## config.mk

```make
export PLATFORM = sky130hd
export DESIGN_NAME = utf8_decoder_cell_width
export DESIGN_NICKNAME = d
export VERILOG_FILES = /design/src/hdl/utf8cw_pkg.sv /design/src/hdl/utf8cw_front.sv /design/src/hdl/utf8cw_queue.sv /design/src/hdl/utf8cw_back.sv /design/src/hdl/utf8_decoder_cell_width.sv
export SDC_FILE = /design/constraint.sdc
export NUM_CORES = 1
export LEC_CHECK = 0
export BUFFER_PORTS_ARGS = -buffer_cell sky130_fd_sc_hd__buf_2
export CAP_MARGIN = 20
export CORE_MARGIN = 8
export CORE_UTILIZATION = 40
export CTS_CLUSTER_DIAMETER = 50
export DETAILED_ROUTE_END_ITERATION = 8
export PLACE_DENSITY_LB_ADDON = 0.05
export REMOVE_ABC_BUFFERS = 1
export SLEW_MARGIN = 20
export SYNTH_ARGS = -nofsm -noshare
export SYNTH_HDL_FRONTEND = slang
export SYNTH_SLANG_ARGS = --single-unit
export TNS_END_PERCENT = 1
```

## constraint.sdc

```tcl
create_clock -name clk -period 6.6 [get_ports clk]
set_clock_uncertainty 0.05 [all_clocks]
set_input_delay 1.32 -clock clk [delete_from_list [all_inputs] [get_ports clk]]
set_output_delay 1.32 -clock clk [all_outputs]
set_load 0.05 [all_outputs]
```

## src/hdl/utf8cw_pkg.sv

```systemverilog
// Shared types and constants for the UTF-8 decoder with cell widths.
package utf8cw_pkg;

    // Width of the internal running cell-width sum; it saturates at all ones.
    localparam int TOTAL_WIDTH_BITS = 16;

    // Queue between front and back; the depth must be a power of two.
    localparam int QUEUE_DEPTH = 2;
    localparam int QPTR_BITS   = $clog2(QUEUE_DEPTH);
    localparam int QCNT_BITS   = QPTR_BITS + 1;

    // Most results that one input byte can cause.
    localparam int MAX_RESULTS = 4;

    typedef struct packed {
        logic [7:0] data_byte;
        logic       end_of_string;
    } in_t;

    typedef struct packed {
        logic [20:0] code_point;
        logic [2:0]  byte_count;
        logic        malformed;
        logic [1:0]  cell_width;
        logic [15:0] running_width;
        logic        string_done;
        logic        last_of_run;
    } out_t;

    // One decoded code point before widths are applied.
    typedef struct packed {
        logic [20:0] cp;
        logic [2:0]  cnt;
        logic        bad;
    } item_t;

    // All results caused by one input byte.
    typedef struct packed {
        item_t [MAX_RESULTS-1:0] items;
        logic  [2:0]             count;
        logic                    eos;
    } run_t;

    typedef struct packed {
        logic full;
        logic empty;
    } queue_stat_t;

endpackage

```

## src/hdl/utf8cw_front.sv

```systemverilog
// Front end: byte intake, sequence assembly, validity checks and run building.
module utf8cw_front
    import utf8cw_pkg::*;
(
    input  logic        clk,
    input  logic        rst_n,
    input  logic        byte_valid,
    output logic        byte_ready,
    input  in_t         byte_data,
    input  queue_stat_t qstat,
    output logic        push,
    output run_t        push_run
);

    logic [7:0] held_reg [3];
    logic [7:0] held_next [3];
    logic [1:0] held_count_reg, held_count_next;
    logic [2:0] exp_len_reg, exp_len_next;

    logic        accept;
    logic [7:0]  b;
    logic        eos;
    logic        idle;
    logic        is_cont;
    logic        complete;
    logic [2:0]  lead_len;
    logic        fresh_hold;
    item_t       fresh_item;
    item_t       tail_item;
    logic        tail_has;
    logic        replay;
    logic [20:0] v;
    logic        v_bad;
    logic [2:0]  n;

    function automatic item_t raw_item(input logic [7:0] x);
        item_t r;
        r.cp  = 21'(x);
        r.cnt = 3'd1;
        r.bad = 1'b1;
        return r;
    endfunction

    assign b          = byte_data.data_byte;
    assign eos        = byte_data.end_of_string;
    assign byte_ready = !qstat.full;
    assign accept     = byte_valid && byte_ready;

    always_comb
    begin
        if (b[7:5] == 3'b110)
            lead_len = 3'd2;
        else if (b[7:4] == 4'b1110)
            lead_len = 3'd3;
        else if (b[7:3] == 5'b11110)
            lead_len = 3'd4;
        else
            lead_len = 3'd0;
    end

    assign idle     = (held_count_reg == 2'd0) || (exp_len_reg < 3'd2) ||
                      ({1'b0, held_count_reg} >= exp_len_reg);
    assign is_cont  = (b[7:6] == 2'b10);
    assign complete = (({1'b0, held_count_reg} + 3'd1) == exp_len_reg);

    // A fresh byte either starts a held sequence or gives one result.
    assign fresh_hold = b[7] && (lead_len != 3'd0) && !eos;
    always_comb
    begin
        fresh_item.cp  = 21'(b);
        fresh_item.cnt = 3'd1;
        fresh_item.bad = b[7];
    end

    always_comb
    begin
        unique case (exp_len_reg)
            3'd2:    v = 21'({held_reg[0][4:0], b[5:0]});
            3'd3:    v = 21'({held_reg[0][3:0], held_reg[1][5:0], b[5:0]});
            default: v = {held_reg[0][2:0], held_reg[1][5:0], held_reg[2][5:0], b[5:0]};
        endcase
        unique case (exp_len_reg)
            3'd2:    v_bad = (v < 21'h80);
            3'd3:    v_bad = (v < 21'h800) || ((v >= 21'hd800) && (v <= 21'hdfff));
            default: v_bad = (v < 21'h10000) || (v > 21'h10ffff);
        endcase
    end

    always_comb
    begin
        for (int i = 0; i < 3; i++)
        begin
            held_next[i] = held_reg[i];
        end
        held_count_next = held_count_reg;
        exp_len_next    = exp_len_reg;
        push_run        = '0;
        tail_item       = fresh_item;
        tail_has        = 1'b0;
        replay          = 1'b0;
        n               = 3'd0;

        if (idle)
        begin
            held_count_next = 2'd0;
            exp_len_next    = 3'd0;
            if (fresh_hold)
            begin
                held_next[0]    = b;
                held_count_next = 2'd1;
                exp_len_next    = lead_len;
            end
            else
            begin
                push_run.items[0] = fresh_item;
                n                 = 3'd1;
            end
        end
        else if (!is_cont)
        begin
            // Drop the pending sequence as raw bytes, then decode this byte fresh.
            replay          = 1'b1;
            tail_item       = fresh_item;
            tail_has        = !fresh_hold;
            held_count_next = 2'd0;
            exp_len_next    = 3'd0;
            if (fresh_hold)
            begin
                held_next[0]    = b;
                held_count_next = 2'd1;
                exp_len_next    = lead_len;
            end
        end
        else if (complete)
        begin
            held_count_next = 2'd0;
            exp_len_next    = 3'd0;
            if (v_bad)
            begin
                replay    = 1'b1;
                tail_item = raw_item(b);
                tail_has  = 1'b1;
            end
            else
            begin
                push_run.items[0].cp  = v;
                push_run.items[0].cnt = exp_len_reg;
                push_run.items[0].bad = 1'b0;
                n                     = 3'd1;
            end
        end
        else if (eos)
        begin
            replay    = 1'b1;
            tail_item = raw_item(b);
            tail_has  = 1'b1;
        end
        else
        begin
            for (int i = 0; i < 3; i++)
            begin
                if (2'(i) == held_count_reg)
                    held_next[i] = b;
            end
            held_count_next = held_count_reg + 2'd1;
        end

        if (replay)
        begin
            for (int i = 0; i < 3; i++)
            begin
                if (2'(i) < held_count_reg)
                    push_run.items[i] = raw_item(held_reg[i]);
            end
            for (int i = 0; i < MAX_RESULTS; i++)
            begin
                if (3'(i) == {1'b0, held_count_reg})
                    push_run.items[i] = tail_item;
            end
            n = {1'b0, held_count_reg} + 3'(tail_has);
        end

        if (eos)
        begin
            held_count_next = 2'd0;
            exp_len_next    = 3'd0;
        end

        push_run.count = n;
        push_run.eos   = eos;
    end

    assign push = accept && (n != 3'd0);

    always_ff @(posedge clk)
    begin
        if (accept)
        begin
            for (int i = 0; i < 3; i++)
            begin
                held_reg[i] <= held_next[i];
            end
        end
    end

    always_ff @(posedge clk or negedge rst_n)
    begin
        if (!rst_n)
        begin
            held_count_reg <= 2'd0;
            exp_len_reg    <= 3'd0;
        end
        else if (accept)
        begin
            held_count_reg <= held_count_next;
            exp_len_reg    <= exp_len_next;
        end
    end

    // A pending sequence always has room for at least one more byte.
    assert property (@(posedge clk) disable iff (!rst_n)
        (held_count_reg != 2'd0) |-> ((exp_len_reg >= 3'd2) && (exp_len_reg <= 3'd4) &&
                                      ({1'b0, held_count_reg} < exp_len_reg)))
        else $error("front: held count out of step with sequence length");

endmodule

```

## src/hdl/utf8cw_queue.sv

```systemverilog
// Short run queue that decouples the front end from the result stage.
module utf8cw_queue
    import utf8cw_pkg::*;
(
    input  logic        clk,
    input  logic        rst_n,
    input  logic        push,
    input  run_t        push_run,
    input  logic        pop,
    output run_t        head,
    output queue_stat_t qstat
);

    run_t                 mem_reg [QUEUE_DEPTH];
    logic [QPTR_BITS-1:0] wr_ptr_reg, wr_ptr_next;
    logic [QPTR_BITS-1:0] rd_ptr_reg, rd_ptr_next;
    logic [QCNT_BITS-1:0] count_reg, count_next;

    assign qstat.full  = (count_reg == QCNT_BITS'(QUEUE_DEPTH));
    assign qstat.empty = (count_reg == '0);
    assign head        = mem_reg[rd_ptr_reg];

    always_comb
    begin
        wr_ptr_next = push ? wr_ptr_reg + 1'b1 : wr_ptr_reg;
        rd_ptr_next = pop ? rd_ptr_reg + 1'b1 : rd_ptr_reg;
        count_next  = count_reg + QCNT_BITS'(push) - QCNT_BITS'(pop);
    end

    always_ff @(posedge clk)
    begin
        if (push)
            mem_reg[wr_ptr_reg] <= push_run;
    end

    always_ff @(posedge clk or negedge rst_n)
    begin
        if (!rst_n)
        begin
            wr_ptr_reg <= '0;
            rd_ptr_reg <= '0;
            count_reg  <= '0;
        end
        else
        begin
            wr_ptr_reg <= wr_ptr_next;
            rd_ptr_reg <= rd_ptr_next;
            count_reg  <= count_next;
        end
    end

    assert property (@(posedge clk) disable iff (!rst_n) push |-> !qstat.full)
        else $error("queue: push while full");

    assert property (@(posedge clk) disable iff (!rst_n) pop |-> !qstat.empty)
        else $error("queue: pop while empty");

endmodule

```

## src/hdl/utf8cw_back.sv

```systemverilog
// Result stage: walks each run, assigns cell widths and keeps the string sum.
module utf8cw_back
    import utf8cw_pkg::*;
(
    input  logic        clk,
    input  logic        rst_n,
    input  run_t        head,
    input  queue_stat_t qstat,
    output logic        pop,
    output logic        result_valid,
    input  logic        result_ready,
    output out_t        result_data
);

    logic                        out_valid_reg, out_valid_next;
    out_t                        out_reg;
    out_t                        out_next;
    logic [1:0]                  idx_reg, idx_next;
    logic [TOTAL_WIDTH_BITS-1:0] total_reg, total_next;

    logic                        load;
    item_t                       item;
    logic                        is_last;
    logic [1:0]                  cw;
    logic [TOTAL_WIDTH_BITS:0]   sum_wide;
    logic [TOTAL_WIDTH_BITS-1:0] sum_sat;

    function automatic logic [1:0] cells_of(input logic [20:0] c);
        logic [1:0] w;
        w = 2'd1;
        if ((c < 21'h20) || ((c >= 21'h7f) && (c < 21'ha0)))
            w = 2'd0;
        else if (((c >= 21'h0300) && (c <= 21'h036f)) ||
                 ((c >= 21'h1ab0) && (c <= 21'h1aff)) ||
                 ((c >= 21'h1dc0) && (c <= 21'h1dff)) ||
                 ((c >= 21'h20d0) && (c <= 21'h20ff)) ||
                 ((c >= 21'hfe20) && (c <= 21'hfe2f)))
            w = 2'd0;
        else if (((c >= 21'h1100) && (c <= 21'h115f)) ||
                 (c == 21'h2329) || (c == 21'h232a) ||
                 ((c >= 21'h2e80) && (c <= 21'h303e)) ||
                 ((c >= 21'h3040) && (c <= 21'ha4cf)) ||
                 ((c >= 21'hac00) && (c <= 21'hd7a3)) ||
                 ((c >= 21'hf900) && (c <= 21'hfaff)) ||
                 ((c >= 21'hfe10) && (c <= 21'hfe19)) ||
                 ((c >= 21'hfe30) && (c <= 21'hfe6f)) ||
                 ((c >= 21'hff00) && (c <= 21'hff60)) ||
                 ((c >= 21'hffe0) && (c <= 21'hffe6)) ||
                 ((c >= 21'h1f300) && (c <= 21'h1faff)))
            w = 2'd2;
        return w;
    endfunction

    assign load     = !qstat.empty && (!out_valid_reg || result_ready);
    assign item     = head.items[idx_reg];
    assign is_last  = (({1'b0, idx_reg} + 3'd1) == head.count);
    assign cw       = cells_of(item.cp);
    assign sum_wide = {1'b0, total_reg} + (TOTAL_WIDTH_BITS + 1)'(cw);
    assign sum_sat  = sum_wide[TOTAL_WIDTH_BITS] ? '1 : sum_wide[TOTAL_WIDTH_BITS-1:0];
    assign pop      = load && is_last;

    always_comb
    begin
        out_next.code_point    = item.cp;
        out_next.byte_count    = item.cnt;
        out_next.malformed     = item.bad;
        out_next.cell_width    = cw;
        out_next.running_width = 16'(sum_sat);
        out_next.string_done   = is_last && head.eos;
        out_next.last_of_run   = is_last;

        out_valid_next = out_valid_reg && !result_ready;
        idx_next       = idx_reg;
        total_next     = total_reg;
        if (load)
        begin
            out_valid_next = 1'b1;
            idx_next       = is_last ? 2'd0 : idx_reg + 2'd1;
            // Clear the sum once the string's final code point is out.
            total_next     = (is_last && head.eos) ? '0 : sum_sat;
        end
    end

    assign result_valid = out_valid_reg;
    assign result_data  = out_reg;

    always_ff @(posedge clk)
    begin
        if (load)
            out_reg <= out_next;
    end

    always_ff @(posedge clk or negedge rst_n)
    begin
        if (!rst_n)
        begin
            out_valid_reg <= 1'b0;
            idx_reg       <= 2'd0;
            total_reg     <= '0;
        end
        else
        begin
            out_valid_reg <= out_valid_next;
            idx_reg       <= idx_next;
            total_reg     <= total_next;
        end
    end

    assert property (@(posedge clk) disable iff (!rst_n)
        !qstat.empty |-> (({1'b0, idx_reg} < head.count) && (head.count != 3'd0)))
        else $error("back: run index beyond run length");

    assert property (@(posedge clk) disable iff (!rst_n)
        (out_valid_reg && out_reg.string_done) |-> out_reg.last_of_run)
        else $error("back: string end not on last result of a beat");

    assert property (@(posedge clk) disable iff (!rst_n)
        (load && is_last && head.eos) |=> (total_reg == '0))
        else $error("back: width sum not cleared at end of string");

endmodule

```

## src/hdl/utf8_decoder_cell_width.sv

```systemverilog
// UTF-8 decoder top level: front end, run queue and result stage.
// Takes one byte per beat and returns one result per decoded code point, with the
// terminal cell width and a saturating per-string width sum. The front end accepts a
// byte every cycle while the two-entry run queue has room; a byte that gives results
// is held in the run queue and then in the registered output stage. The result
// stage emits one result per cycle while result_ready is high; a byte that
// completes a sequence or is plain ASCII gives one result, one that only extends a
// pending sequence gives none, and a malformed or truncated sequence gives one result
// per replayed byte (up to four per input byte) while the queue fills and intake stalls.
module utf8_decoder_cell_width
    import utf8cw_pkg::*;
(
    input  logic clk,
    input  logic rst_n,
    input  logic byte_valid,
    output logic byte_ready,
    input  in_t  byte_data,
    output logic result_valid,
    input  logic result_ready,
    output out_t result_data
);

    logic        push;
    logic        pop;
    run_t        push_run;
    run_t        head;
    queue_stat_t qstat;

    utf8cw_front u_front (
        .clk        (clk),
        .rst_n      (rst_n),
        .byte_valid (byte_valid),
        .byte_ready (byte_ready),
        .byte_data  (byte_data),
        .qstat      (qstat),
        .push       (push),
        .push_run   (push_run)
    );

    utf8cw_queue u_queue (
        .clk      (clk),
        .rst_n    (rst_n),
        .push     (push),
        .push_run (push_run),
        .pop      (pop),
        .head     (head),
        .qstat    (qstat)
    );

    utf8cw_back u_back (
        .clk          (clk),
        .rst_n        (rst_n),
        .head         (head),
        .qstat        (qstat),
        .pop          (pop),
        .result_valid (result_valid),
        .result_ready (result_ready),
        .result_data  (result_data)
    );

endmodule
```

==> impl_metrics.ini <==
[floorplan]
start_util_pct = 40.8
core_area_um2 = 25300
die_w_um = 177
dieArea_um2 = 31200
die_h_um = 177
rows = 58
ioPinCount = 60

[synth]
synth_seq_cells = 215
ys_types = 73
yosys_most_used_dff = edfxtp_1
synth_edf_count = 187
syn_avg_cell_area_um2 = 13.0
seq_area_frac_synth_pct = 61.3
async_flop_share_pct = 13.0
synth_area_um2 = 10300
synth_cells = 793
synth_warnings = 0

[setup_path]
required_ps = 7040
crit_top_cell = nand2b_1
critPathKind = register to register
critPathArrivalTime_ps = 6440
slowest_delay_ps = 610
cp_slowest_cell = dfrtp_2
r2r.worst_path.cells = 19
end_kind = register
critPathLaunchType = register
cp_cell_sequence = buf_4 -> mux2i_2 -> nand2b_1 -> inv_1 -> nor4_2 -> a21oi_1 -> o32ai_1 -> nand4_2 -> nor4_2 -> ha_1 -> inv_1 -> fa_1 -> nor3b_1 -> and3_1 -> and3_1 -> and4_1 -> nand2b_1 -> nand2b_1 -> a22o_1
cp_max_fo = 25
critPathTopFamily = simple AND/OR/NAND/NOR gates
path_depth = 19
cp.buffers_inverters = 3

[clocking]
clkTransAtPathRegs_ps = 60
clkLatencyLatePin_ps = 550
cts_buffers = 31
cts.path.max_buffers = 3
cts_tree = done
clock-sinks = 215
cts_resized = 0
ctsHtreeMaxLevel = 1
cts_hold_buf = 0
post_cts_buffers = 0
root_buffer = clkbuf_16

[grt]
track_usage_pct = 17.7
antenna_found_initial = 0
overflow = 0
grt_pass1_vias = 7180
grt_first_pass_wirelength_um = 43000
grt_start_max_net_pins = 58

[place]
dpl_cell_area_um2 = 11000
dp.cells = 1171
place_congestion = 0.873
io_buffers = 59
dpl.hpwl_um = 19600

[min_path]
min_path_cells = 1
hold_class = register to register

[cells_and_area]
antenna_cells = 0
fin_nets = 902
design_area_um2 = 12000
layout-drive-gt1-share_pct = 21.2
fin_cells = 1229
largest_reg_flops = 118
fill_cells = 2279
multi_input_area_um2 = 3730
seqCellArea_um2 = 6320
synthToLayoutAreaGrowth_pct = 16.8

[drt]
drt_wl_total_um = 27400
first_pass_iters = 5
post_drt_wl_per_cell_um = 22.3
drc = 0
vias = 6846
ant_nets = 0
vias_per_cell = 5.57
drtIter0Drc = 499

[pwr]
switching_share_pct = 41.5
power_w = 0.00609
ir_worst_vdd_v = 0.000266
p_int_w = 0.00356
switching_power_w = 0.00253
p_seq_share_pct = 34.5
p_leak_nw = 4.50
clkPwrFrac_pct = 25.0
power_frac_comb_pct = 40.5
powerDensity_nw_per_um2 = 506

[sta]
timing.final.crit_period_ps = 6000
fmax_mhz = 167
setup_viol = 0
drv_slew = 0
rsz0062_at_grt = false
maxSlewHeadroom_pct = 31.4
hold_viol = 0
timing.final.crit_share_pct = 91.0
tns_ps = 0
hold_slack_ps = 474
tightest_slew_ps = 1030

[run_status]
outcome = complete, no violations

[run]
maxCapViolations = 0
worst reg2reg max path: stages (launching register included):
cell and delay [ps]:
dfrtp_2 610, buf_4 450, mux2i_2 410, nand2b_1 340
inv_1 180, nor4_2 390, a21oi_1 120, o32ai_1 390
nand4_2 230, nor4_2 360, ha_1 220, inv_1 50
fa_1 420, nor3b_1 310, and3_1 240, and3_1 230
and4_1 280, nand2b_1 300, nand2b_1 220, a22o_1 140
cells by family (layout without fill, tap and decap cells):
logic type | Yosys count | in the layout | share of synthesized area [%]
simple gates | 275 | 275 | 13.0
flops | 215 | 215 | 61.3
compound gates | 139 | 139 | 9.91
mux | 65 | 65 | 9.30
buf+inv | 63 | 169 | 2.83
xor+xnor | 21 | 21 | 1.78
fa+ha+maj | 15 | 15 | 1.89
routing by layer:
layer	up-vias	global-route usage (%)	share of wire, %
li1	3198	-	-
met1	3370	22.5	43
met2	216	28.9	47
met3	62	3.05	5.3
met4	0	8.41	4.5
met5	-	0	0
placed cells by master (no fill, tap or decap), drive strengths merged, types with 4 or more instances in the layout:
| cell type | count |
|---|---|
| edfxtp | 187 |
| nor2 | 86 |
| buf | 82 |
| nand2 | 68 |
| a21oi | 38 |
| clkbuf | 36 |
| inv | 35 |
| a22o | 32 |
| mux2i | 31 |
| dfrtp | 28 |
| nand3 | 21 |
| mux4 | 18 |
| nor3 | 16 |
| mux2 | 16 |
| o21ai | 15 |
| ha | 14 |
| and2 | 14 |
| xnor2 | 13 |
| clkinv | 13 |
| and3 | 12 |
| nand2b | 11 |
| nand4 | 10 |
| nor4 | 10 |
| xor2 | 8 |
| a211oi | 8 |
| o31ai | 7 |
| a31oi | 6 |
| a22oi | 5 |
| nor2b | 5 |
| or3 | 4 |
| o22ai | 4 |
| a41oi | 4 |
path summary, 6_finish.rpt:
path | start | endpoint | slack [ps]
max in group asynchronous | rst_n | u_queue.rd_ptr_reg | 5180
min reg2reg | u_back.total_reg[0] | u_back.total_reg[0] | 470
min in group asynchronous | rst_n | u_front.exp_len_reg[2] | 790
max reg2reg | u_queue.rd_ptr_reg | u_back.total_reg[0] | 600
max | u_queue.rd_ptr_reg | u_back.total_reg[0] | 600
min | u_back.total_reg[0] | u_back.total_reg[0] | 470
metrics by stage:
step,setup slack (ps),util [%]
detailed placement,324,43.8
CTS,343,47.6
finish,596,47.7
floorplan,-276,-
global placement,584,43.7
global route,113,47.7
power groups by stage:
| stage | combinational [W] | sequential (W) | clock [W] |
|---|---|---|---|
| finish | 0.00247 | 0.00210 | 0.00152 |
| global route | 0.00266 | 0.00214 | 0.00162 |
| global placement | 0.00250 | 0.00212 | 0 |
| detailed placement | 0.00248 | 0.00212 | 0 |
| CTS | 0.00249 | 0.00210 | 0.00157 |
| floorplan | 0.00123 | 0.00260 | 0 |
cell usage after synthesis (6+ instances only):
cell	number	share of area (%)
nand2_1	68	2.5
a22o_1	32	2.7
nor2_1	86	3.1
a31oi_1	6	0.36
mux4_2	12	2.6
xor2_1	8	0.68
inv_1	24	0.87
nor3_1	16	0.78
mux2i_1	27	2.6
o31ai_1	7	0.51
buf_2	7	0.34
o21ai_0	13	0.63
clkbuf_1	20	0.73
nand3_1	21	1.0
a21oi_1	38	1.8
ha_1	14	1.7
nand2b_1	11	0.67
nor4_1	8	0.49
a211oi_1	7	0.51
nand4_1	9	0.55
mux4_1	6	1.5
xnor2_1	13	1.1
dfrtp_1	28	6.8
edfxtp_1	187	54
and2_1	14	0.85
and3_1	12	0.73
mux2_2	14	1.5
area by class of cell:
class                      count  area share (%)
clock buffer                  36            6.68
clock inverter                22            1.40
inverter                      29           0.935
multi-input combinational    515            31.0
sequential                   215            52.5
tap                          330            3.43
timing repair buffer          82            4.09
Note: power is estimated with default switching activity, not from simulation.
